**src/assert_macros.svh**
```systemverilog
// Assertion macros shared by the lexer RTL.
// Included by files that carry concurrent assertions; no other dependencies.
`ifndef ASSERT_MACROS_SVH
`define ASSERT_MACROS_SVH

// Same-cycle implication, reset masked.
`define ASSERT_IMPLY(lbl, ck, rstn, ante, cons) \
    lbl: assert property (@(posedge ck) disable iff (!(rstn)) (ante) |-> (cons)) \
        else $error("assertion failed");

// Next-cycle implication, reset masked.
`define ASSERT_NEXT(lbl, ck, rstn, ante, cons) \
    lbl: assert property (@(posedge ck) disable iff (!(rstn)) (ante) |=> (cons)) \
        else $error("assertion failed");

`endif

```
**src/cslx_pkg.sv**
```systemverilog
// Shared types, token codes and keyword lookup for the character stream lexer.
// No dependencies; used by cslx_scan, cslx_tok_fifo and char_stream_lexer_top.
package cslx_pkg;

    localparam int CHAR_W   = 8;
    localparam int TOK_W    = 5;
    localparam int LIMIT_W  = 16;
    localparam int NUM_W    = 17;          // holds the saturation value 65536
    localparam int ID_MAX   = 8;
    localparam int ID_LEN_W = 4;           // 0..9
    localparam int Q_DEPTH  = 4;
    localparam int Q_PTR_W  = $clog2(Q_DEPTH);
    localparam int Q_CNT_W  = Q_PTR_W + 1;

    localparam logic [NUM_W-1:0] NUM_SAT = NUM_W'(65536);

    // token codes
    localparam logic [TOK_W-1:0] TOK_END    = 5'd0;
    localparam logic [TOK_W-1:0] TOK_BEGIN  = 5'd1;
    localparam logic [TOK_W-1:0] TOK_IF     = 5'd2;
    localparam logic [TOK_W-1:0] TOK_THEN   = 5'd3;
    localparam logic [TOK_W-1:0] TOK_WHILE  = 5'd4;
    localparam logic [TOK_W-1:0] TOK_DO     = 5'd5;
    localparam logic [TOK_W-1:0] TOK_ENDKW  = 5'd6;
    localparam logic [TOK_W-1:0] TOK_IDENT  = 5'd10;
    localparam logic [TOK_W-1:0] TOK_NUMBER = 5'd11;
    localparam logic [TOK_W-1:0] TOK_MUL    = 5'd13;
    localparam logic [TOK_W-1:0] TOK_DIV    = 5'd14;
    localparam logic [TOK_W-1:0] TOK_ADD    = 5'd15;
    localparam logic [TOK_W-1:0] TOK_SUB    = 5'd16;
    localparam logic [TOK_W-1:0] TOK_COLON  = 5'd17;
    localparam logic [TOK_W-1:0] TOK_ASSIGN = 5'd18;
    localparam logic [TOK_W-1:0] TOK_GT     = 5'd20;
    localparam logic [TOK_W-1:0] TOK_NE     = 5'd21;
    localparam logic [TOK_W-1:0] TOK_LE     = 5'd22;
    localparam logic [TOK_W-1:0] TOK_LT     = 5'd23;
    localparam logic [TOK_W-1:0] TOK_GE     = 5'd24;
    localparam logic [TOK_W-1:0] TOK_EQ     = 5'd25;
    localparam logic [TOK_W-1:0] TOK_SEMI   = 5'd26;
    localparam logic [TOK_W-1:0] TOK_LPAREN = 5'd27;
    localparam logic [TOK_W-1:0] TOK_RPAREN = 5'd28;
    localparam logic [TOK_W-1:0] TOK_ERROR  = 5'd31;

    typedef logic [ID_MAX-1:0][CHAR_W-1:0] id_buf_t;

    // tokens produced by one character, oldest in code0
    typedef struct packed {
        logic [1:0]       n;
        logic [TOK_W-1:0] code0;
        logic [TOK_W-1:0] code1;
    } tok_push_t;

    // identifier or keyword code for a finished letter run
    function automatic logic [TOK_W-1:0] ident_code(input id_buf_t b,
                                                   input logic [ID_LEN_W-1:0] len);
        logic [2*CHAR_W-1:0] w2;
        logic [3*CHAR_W-1:0] w3;
        logic [4*CHAR_W-1:0] w4;
        logic [5*CHAR_W-1:0] w5;
        logic [TOK_W-1:0]    code;
        w2 = {b[0], b[1]};
        w3 = {b[0], b[1], b[2]};
        w4 = {b[0], b[1], b[2], b[3]};
        w5 = {b[0], b[1], b[2], b[3], b[4]};
        code = TOK_IDENT;
        if (len > ID_LEN_W'(ID_MAX))
            code = TOK_ERROR;
        else if (len == 4'd5 && w5 == "begin")
            code = TOK_BEGIN;
        else if (len == 4'd2 && w2 == "if")
            code = TOK_IF;
        else if (len == 4'd4 && w4 == "then")
            code = TOK_THEN;
        else if (len == 4'd5 && w5 == "while")
            code = TOK_WHILE;
        else if (len == 4'd2 && w2 == "do")
            code = TOK_DO;
        else if (len == 4'd3 && w3 == "end")
            code = TOK_ENDKW;
        return code;
    endfunction

endpackage

```
**src/char_stream_lexer_top.sv**
```systemverilog
// Character stream lexer: one ASCII byte per request in, token codes out.
// Accepts a character every clock while the token queue has room for two tokens; each
// character waits in the input register, where the scan logic turns it into zero, one
// or two tokens that enter a four-entry queue in the same cycle. The sustained rate is one
// character per clock while out_stall is low; it is set by the output port, which delivers
// one token a clock, so a character that ends a pending run and is itself a token adds a
// second token, absorbed by the queue. Runs and two-character operators are held until
// the character that ends them arrives. number_limit (reset 32767) may be written only
// while the block is idle. Depends on cslx_pkg, cslx_scan and cslx_tok_fifo.
module char_stream_lexer_top (
    input  logic                          clk,
    input  logic                          rst_n,
    input  logic                          cfg_we,
    input  logic [cslx_pkg::LIMIT_W-1:0]  cfg_wdata,
    input  logic                          in_valid,
    output logic                          in_stall,
    input  logic [cslx_pkg::CHAR_W-1:0]   in_char,
    output logic                          out_valid,
    input  logic                          out_stall,
    output logic [cslx_pkg::TOK_W-1:0]    token_code
);

    logic [cslx_pkg::LIMIT_W-1:0] limit_reg;
    logic                         s1_valid_reg, s1_valid_next;
    logic [cslx_pkg::CHAR_W-1:0]  s1_char_reg;
    logic                         room2;
    logic                         advance;
    logic                         accept;
    cslx_pkg::tok_push_t          push;

    // input register drains into the scanner whenever the queue can take two tokens
    assign advance  = s1_valid_reg && room2;
    assign in_stall = s1_valid_reg && !room2;
    assign accept   = in_valid && !in_stall;

    always_comb
    begin
        s1_valid_next = s1_valid_reg;
        if (accept)
            s1_valid_next = 1'b1;
        else if (advance)
            s1_valid_next = 1'b0;
    end

    always_ff @(posedge clk or negedge rst_n)
    begin
        if (!rst_n)
        begin
            s1_valid_reg <= 1'b0;
            limit_reg    <= cslx_pkg::LIMIT_W'(32767);
        end
        else
        begin
            s1_valid_reg <= s1_valid_next;
            if (cfg_we)
                limit_reg <= cfg_wdata;
        end
    end

    always_ff @(posedge clk)
    begin
        if (accept)
            s1_char_reg <= in_char;
    end

    cslx_scan u_scan (
        .clk          (clk),
        .rst_n        (rst_n),
        .step         (advance),
        .ch           (s1_char_reg),
        .number_limit (limit_reg),
        .push         (push)
    );

    cslx_tok_fifo u_fifo (
        .clk        (clk),
        .rst_n      (rst_n),
        .push       (push),
        .room2      (room2),
        .out_valid  (out_valid),
        .out_stall  (out_stall),
        .token_code (token_code)
    );

endmodule

```
**src/cslx_scan.sv**
```systemverilog
// Lexer scan stage: running mode, identifier buffer and number accumulator.
// Depends on cslx_pkg; produces up to two tokens per character.
module cslx_scan (
    input  logic                          clk,
    input  logic                          rst_n,
    input  logic                          step,
    input  logic [cslx_pkg::CHAR_W-1:0]   ch,
    input  logic [cslx_pkg::LIMIT_W-1:0]  number_limit,
    output cslx_pkg::tok_push_t           push
);

    localparam logic [2:0] M_IDLE  = 3'd0;
    localparam logic [2:0] M_IDENT = 3'd1;
    localparam logic [2:0] M_NUM   = 3'd2;
    localparam logic [2:0] M_LT    = 3'd3;
    localparam logic [2:0] M_GT    = 3'd4;
    localparam logic [2:0] M_COLON = 3'd5;

    logic [2:0]                          mode_reg, mode_next;
    cslx_pkg::id_buf_t                   id_buf_reg, id_buf_next;
    logic [cslx_pkg::ID_LEN_W-1:0]       id_len_reg, id_len_next;
    logic [cslx_pkg::NUM_W-1:0]          num_reg, num_next;

    logic                                is_letter, is_numeral;
    logic                                pend_vld, fresh_vld, do_fresh;
    logic [cslx_pkg::TOK_W-1:0]          pend_code, fresh_code;
    logic [cslx_pkg::NUM_W+3:0]          num_acc;

    assign is_letter  = (ch inside {["a":"z"], ["A":"Z"]});
    assign is_numeral = (ch inside {["0":"9"]});
    // num*10 + digit; digit is the low nibble of an ASCII digit
    assign num_acc = ((cslx_pkg::NUM_W+4)'(num_reg) << 3) + ((cslx_pkg::NUM_W+4)'(num_reg) << 1)
                   + (cslx_pkg::NUM_W+4)'(ch[3:0]);

    always_comb
    begin
        mode_next   = mode_reg;
        id_buf_next = id_buf_reg;
        id_len_next = id_len_reg;
        num_next    = num_reg;
        pend_vld    = 1'b0;
        pend_code   = cslx_pkg::TOK_ERROR;
        do_fresh    = 1'b0;
        fresh_vld   = 1'b0;
        fresh_code  = cslx_pkg::TOK_ERROR;

        // pending run or operator
        unique case (mode_reg)
            M_IDENT:
            begin
                if (is_letter || is_numeral)
                begin
                    if (id_len_reg < cslx_pkg::ID_LEN_W'(cslx_pkg::ID_MAX))
                        id_buf_next[id_len_reg[2:0]] = ch;
                    if (id_len_reg <= cslx_pkg::ID_LEN_W'(cslx_pkg::ID_MAX))
                        id_len_next = id_len_reg + 4'd1;
                end
                else
                begin
                    pend_vld  = 1'b1;
                    pend_code = cslx_pkg::ident_code(id_buf_reg, id_len_reg);
                    do_fresh  = 1'b1;
                end
            end
            M_NUM:
            begin
                if (is_numeral)
                begin
                    if (num_acc > (cslx_pkg::NUM_W+4)'(cslx_pkg::NUM_SAT))
                        num_next = cslx_pkg::NUM_SAT;
                    else
                        num_next = num_acc[cslx_pkg::NUM_W-1:0];
                end
                else
                begin
                    pend_vld  = 1'b1;
                    pend_code = (num_reg > {1'b0, number_limit}) ? cslx_pkg::TOK_ERROR
                                                                 : cslx_pkg::TOK_NUMBER;
                    do_fresh  = 1'b1;
                end
            end
            M_LT:
            begin
                pend_vld = 1'b1;
                if (ch == ">")
                begin
                    pend_code = cslx_pkg::TOK_NE;
                    mode_next = M_IDLE;
                end
                else if (ch == "=")
                begin
                    pend_code = cslx_pkg::TOK_LE;
                    mode_next = M_IDLE;
                end
                else
                begin
                    pend_code = cslx_pkg::TOK_LT;
                    do_fresh  = 1'b1;
                end
            end
            M_GT:
            begin
                pend_vld = 1'b1;
                if (ch == "=")
                begin
                    pend_code = cslx_pkg::TOK_GE;
                    mode_next = M_IDLE;
                end
                else
                begin
                    pend_code = cslx_pkg::TOK_GT;
                    do_fresh  = 1'b1;
                end
            end
            M_COLON:
            begin
                pend_vld = 1'b1;
                if (ch == "=")
                begin
                    pend_code = cslx_pkg::TOK_ASSIGN;
                    mode_next = M_IDLE;
                end
                else
                begin
                    pend_code = cslx_pkg::TOK_COLON;
                    do_fresh  = 1'b1;
                end
            end
            default:
                do_fresh = 1'b1;
        endcase

        // the character scanned on its own from idle
        if (do_fresh)
        begin
            mode_next = M_IDLE;
            if (is_letter)
            begin
                id_buf_next    = '0;
                id_buf_next[0] = ch;
                id_len_next    = 4'd1;
                mode_next      = M_IDENT;
            end
            else if (is_numeral)
            begin
                num_next  = cslx_pkg::NUM_W'(ch[3:0]);
                mode_next = M_NUM;
            end
            else
            begin
                fresh_vld = 1'b1;
                case (ch)
                    " ", "\n": fresh_vld  = 1'b0;
                    "<":
                    begin
                        fresh_vld = 1'b0;
                        mode_next = M_LT;
                    end
                    ">":
                    begin
                        fresh_vld = 1'b0;
                        mode_next = M_GT;
                    end
                    ":":
                    begin
                        fresh_vld = 1'b0;
                        mode_next = M_COLON;
                    end
                    "*":       fresh_code = cslx_pkg::TOK_MUL;
                    "/":       fresh_code = cslx_pkg::TOK_DIV;
                    "+":       fresh_code = cslx_pkg::TOK_ADD;
                    "-":       fresh_code = cslx_pkg::TOK_SUB;
                    "=":       fresh_code = cslx_pkg::TOK_EQ;
                    ";":       fresh_code = cslx_pkg::TOK_SEMI;
                    "(":       fresh_code = cslx_pkg::TOK_LPAREN;
                    ")":       fresh_code = cslx_pkg::TOK_RPAREN;
                    "#":       fresh_code = cslx_pkg::TOK_END;
                    default:   fresh_code = cslx_pkg::TOK_ERROR;
                endcase
            end
        end

        // pack oldest first
        push.n     = 2'd0;
        push.code0 = pend_vld ? pend_code : fresh_code;
        push.code1 = fresh_code;
        if (step)
            push.n = 2'(pend_vld) + 2'(fresh_vld);
    end

    always_ff @(posedge clk or negedge rst_n)
    begin
        if (!rst_n)
        begin
            mode_reg   <= M_IDLE;
            id_len_reg <= '0;
            num_reg    <= '0;
        end
        else if (step)
        begin
            mode_reg   <= mode_next;
            id_len_reg <= id_len_next;
            num_reg    <= num_next;
        end
    end

    always_ff @(posedge clk)
    begin
        if (step)
            id_buf_reg <= id_buf_next;
    end

endmodule

```
**src/cslx_tok_fifo.sv**
```systemverilog
// Token output queue: takes up to two tokens a cycle, delivers one while out_stall is low.
// Depends on cslx_pkg and assert_macros.svh.
`include "assert_macros.svh"

module cslx_tok_fifo (
    input  logic                         clk,
    input  logic                         rst_n,
    input  cslx_pkg::tok_push_t          push,
    output logic                         room2,
    output logic                         out_valid,
    input  logic                         out_stall,
    output logic [cslx_pkg::TOK_W-1:0]   token_code
);

    logic [cslx_pkg::TOK_W-1:0]   q_reg [cslx_pkg::Q_DEPTH];
    logic [cslx_pkg::Q_PTR_W-1:0] wr_ptr_reg, wr_ptr_next;
    logic [cslx_pkg::Q_PTR_W-1:0] rd_ptr_reg, rd_ptr_next;
    logic [cslx_pkg::Q_CNT_W-1:0] count_reg, count_next;
    logic                         pop;

    assign out_valid  = (count_reg != '0);
    assign token_code = q_reg[rd_ptr_reg];
    assign pop        = out_valid && !out_stall;
    // room for two after this cycle's pop
    assign room2 = ({1'b0, count_reg} <=
                    (cslx_pkg::Q_CNT_W+1)'(cslx_pkg::Q_DEPTH - 2) + (cslx_pkg::Q_CNT_W+1)'(pop));

    assign wr_ptr_next = wr_ptr_reg + cslx_pkg::Q_PTR_W'(push.n);
    assign rd_ptr_next = rd_ptr_reg + cslx_pkg::Q_PTR_W'(pop);
    assign count_next  = count_reg + cslx_pkg::Q_CNT_W'(push.n) - cslx_pkg::Q_CNT_W'(pop);

    always_ff @(posedge clk or negedge rst_n)
    begin
        if (!rst_n)
        begin
            wr_ptr_reg <= '0;
            rd_ptr_reg <= '0;
            count_reg  <= '0;
        end
        else
        begin
            wr_ptr_reg <= wr_ptr_next;
            rd_ptr_reg <= rd_ptr_next;
            count_reg  <= count_next;
        end
    end

    always_ff @(posedge clk)
    begin
        if (push.n != 2'd0)
            q_reg[wr_ptr_reg] <= push.code0;
        if (push.n == 2'd2)
            q_reg[wr_ptr_reg + cslx_pkg::Q_PTR_W'(1)] <= push.code1;
    end

    `ASSERT_IMPLY(a_no_overflow, clk, rst_n, push.n != 2'd0, (cslx_pkg::Q_CNT_W+1)'(count_reg) + (cslx_pkg::Q_CNT_W+1)'(push.n) <= (cslx_pkg::Q_CNT_W+1)'(cslx_pkg::Q_DEPTH) + (cslx_pkg::Q_CNT_W+1)'(pop))
    `ASSERT_IMPLY(a_push_fits, clk, rst_n, push.n == 2'd2, room2)
    `ASSERT_NEXT(a_idle_hold, clk, rst_n, push.n == 2'd0 && !pop, $stable(count_reg) && $stable(rd_ptr_reg))

endmodule
```
**config.mk**
```make
export PLATFORM = sky130hd
export DESIGN_NAME = char_stream_lexer_top
export DESIGN_NICKNAME = d
export VERILOG_FILES = /design/src/cslx_pkg.sv /design/src/char_stream_lexer_top.sv /design/src/cslx_scan.sv /design/src/cslx_tok_fifo.sv
export VERILOG_INCLUDE_DIRS = /design/src /design/src/src
export SDC_FILE = /design/constraint.sdc
export NUM_CORES = 1
export LEC_CHECK = 0
export BUFFER_PORTS_ARGS = -buffer_cell sky130_fd_sc_hd__buf_2
export CAP_MARGIN = 40
export CORE_MARGIN = 2
export CORE_UTILIZATION = 30
export DETAILED_ROUTE_END_ITERATION = 8
export GPL_ROUTABILITY_DRIVEN = 0
export SLEW_MARGIN = 30
export SYNTH_ARGS = -nofsm -noshare
export SYNTH_HDL_FRONTEND = slang
export SYNTH_SLANG_ARGS = --single-unit
export TNS_END_PERCENT = 50
```
**constraint.sdc**
```tcl
create_clock -name clk -period 6.3 [get_ports clk]
set_clock_uncertainty 0.15 [all_clocks]
set_input_delay 0.63 -clock clk [delete_from_list [all_inputs] [get_ports clk]]
set_output_delay 0.63 -clock clk [all_outputs]
set_load 0.02 [all_outputs]
```
==> impl_metrics.yaml <==
setup_path:
  cp.arrival_ns: 4.85
  max_stage_delay_ns: 0.70
  startpoint_type: "flop"
  crit_family: "compound AO/OA/AOI/OAI gates"
  reg2reg_slack_ns: 1.63
  required_ns: 6.48
  crit_path_end_kind: "flop"
  cp_slowest_cell: "edfxtp_1"
  cp_cell_sequence: "inv_1, fa_1, inv_1, fa_1, a211o_1, a21o_1, a31oi_1, o21ai_0, mux2_2, nor3_1, a21bo_4, o21ai_1"
  path_max_fanout: 19
  path_class: "reg2reg"
  crit_buf_inv: 2
routing:
  wirelength_um: 19300
  dr.pass1.iters: 6
  antenna_left: 0
  wl_per_cell_um: 16.3
  drt_iter0_drc: 505
  drc: 0
  vias: 6261
  avgViaCountPerCell: 5.28
synthesis:
  synth.top_cell.area_share: 0.259
  async_reset_ff_frac: 0.414
  postSynthCellCount: 812
  yosys-top-cells-area: "edfxtp_1 26%, dfrtp_1 10%, ha_1 9.5%"
  synth_edf_count: 68
  synth_flop_cell: "edfxtp_1"
  ys_types: 78
  synth_area_leader_cell: "edfxtp_1"
  synth-seq-area-share: 0.414
  syn_nets: 904
  postSynthAreaPerCell_um2: 9.71
  synth_seq_cells: 116
  synth_area_mm2: 0.00789
  yosysWarnings: 0
sta:
  drv_slew: 0
  worstMarginPinSlew_ns: 0.839
  maxSlewHeadroom: 0.438
  tns_ns: 0
  min_period_over_period: 0.741
  period_minus_slack_ns: 4.67
  hold_viol: 0
  hold_ws_ns: 0.170
  setup_viol: 0
  fmaxAchievable_ghz: 0.214
  rsz0062_at_grt: "false"
global_route:
  grt_overflow: 0
  grt_pass1_wl_um: 31200
  grt.total_usage: 0.139
  first_global_vias: 5946
  grt_max_degree: 57
  grt_antenna_before_repair: 0
worst_hold_path:
  worst_hold_path_type: "in2async"
cells_and_area:
  layout_common_cells: "77 x nand2_1, 70 x nor2_1, 68 x edfxtp_1, 60 x ha_1, 55 x o21ai_0"
  largest_reg_flops: 40
  drive_gt1_frac: 0.139
  final_common_cell: "nand2_1"
  nets: 930
  instances_no_fill: 1186
  area_delta_synth_final_pct: 13.8
  num-fill-cells: 2584
  antenna_cells: 0
clock_tree:
  post-cts-setup-buffer-count: 0
  cts_tree: "done"
  clockBufferDepth: 2
  htreeDepth: 4
  cts_hold_buf: 0
  cts-resized-gates: 0
  clkTransAtPathRegs_ns: 0.06
  cts_buffers: 17
  clk_latency_ns: 0.42
  cts_root_buf: "clkbuf_16"
  clock_sinks: 116
placed_design:
  placed_cells: 1152
  portBuffers: 35
  dpl.hpwl_um: 14100
flow_run:
  drv_cap: 0
die:
  fp.dieW_um: 166
  die_y_um: 166
  core_area_mm2: 0.0259
  start_util: 0.304
  row_count: 59
  num_io_pins: 36
  die_area_mm2: 0.0276
pwr:
  ir_drop_mv: 0.289
  power.leakage_nw: 3.58
  power_density_mw_per_mm2: 420
run_status:
  status: "finished, final reports clean"
## per-stage QoR
stage	cell area (µm²)	utilization	setup slack [ns]	power [mW]
2_1_floorplan	7890	-	1.46	2.45
3_3_place_gp	8370	0.323	1.60	2.82
3_5_place_dp	8390	0.324	1.67	2.83
4_1_cts	8950	0.346	1.66	3.78
5_1_grt	8970	0.346	1.38	4.03
6_report	8970	0.346	1.63	3.77
## Yosys cell counts, types with 4 or more instances
cell type,count
a21o_1,8
a21oi_1,48
a22o_1,4
a31oi_1,9
a41oi_1,4
and2_1,9
and3_1,8
and4_1,6
buf_1,4
clkbuf_1,28
dfrtp_1,33
dfstp_2,15
edfxtp_1,68
ha_1,60
inv_1,43
mux2_2,10
mux2i_1,27
mux4_2,5
nand2_1,77
nand2b_1,13
nand3_1,19
nand3b_1,4
nand4_1,11
nor2_1,70
nor2b_1,12
nor3_1,12
nor3b_1,6
nor4_1,6
nor4b_1,8
nor4bb_1,4
o211ai_1,4
o21a_1,5
o21ai_0,55
o21ai_1,9
o22a_1,12
o32a_1,5
or3_1,11
xnor2_1,9
xor2_1,8
## layout make-up
cell class,instances,area [µm²],area share
multi-input cells,618,4330,0.483
flip-flops and latches,116,3260,0.364
clock buffers,19,433,0.0482
well taps,335,419,0.0467
repair buffers,42,229,0.0255
inverters,43,161,0.0180
clock inverters,13,134,0.0149
## cells by family after synthesis
kind of cell    count (synthesis)  share of synthesized area
fa+ha+maj                      63                      0.103
simple gates                  296                      0.200
compound gates                200                      0.165
mux                            42                     0.0628
flops                         116                      0.414
buf+inv                        78                     0.0376
xor+xnor                       17                     0.0189
## power breakdown
group | switching (mW) | internal (mW)
registers | 0.251 | 1.18
clock network | 0.360 | 0.580
logic | 0.822 | 0.582
total | 1.43 | 2.34
## path summary, 6_finish.rpt
kind,from,end,cells past startpoint
min in group clk,in_char[6],s1_char_reg[6]$_DFFE_PP_,1
max in group asynchronous,rst_n,u_scan.id_len_reg[3]$_DFFE_PN0P_,2
setup / recovery,s1_char_reg[3]$_DFFE_PP_,u_scan.num_reg[5]$_DFFE_PN0P_,12
hold / removal,rst_n,limit_reg[15]$_DFFE_PN0P_,2
hold reg to reg,limit_reg[13]$_DFFE_PN1P_,limit_reg[13]$_DFFE_PN1P_,2
setup reg to reg,s1_char_reg[3]$_DFFE_PP_,u_scan.num_reg[5]$_DFFE_PN0P_,12
## worst reg2reg max path, cell delays in order (launching register included)
cell and delay [ns]:
edfxtp_1 0.70, inv_1 0.21, fa_1 0.56, inv_1 0.06, fa_1 0.45, a211o_1 0.31
a21o_1 0.19, a31oi_1 0.36, o21ai_0 0.15, mux2_2 0.28, nor3_1 0.66, a21bo_4 0.36
o21ai_1 0.16
## routing by layer
metal | up-vias | GRT usage | part of all wire
met2 | 178 | 0.200 | 0.42
met4 | 0 | 0.0461 | 0.015
met5 | - | 0 | 0
met1 | 2975 | 0.210 | 0.51
li1 | 3083 | - | -
met3 | 25 | 0.0262 | 0.049
No activity file was read; power rests on OpenSTA's default activity.
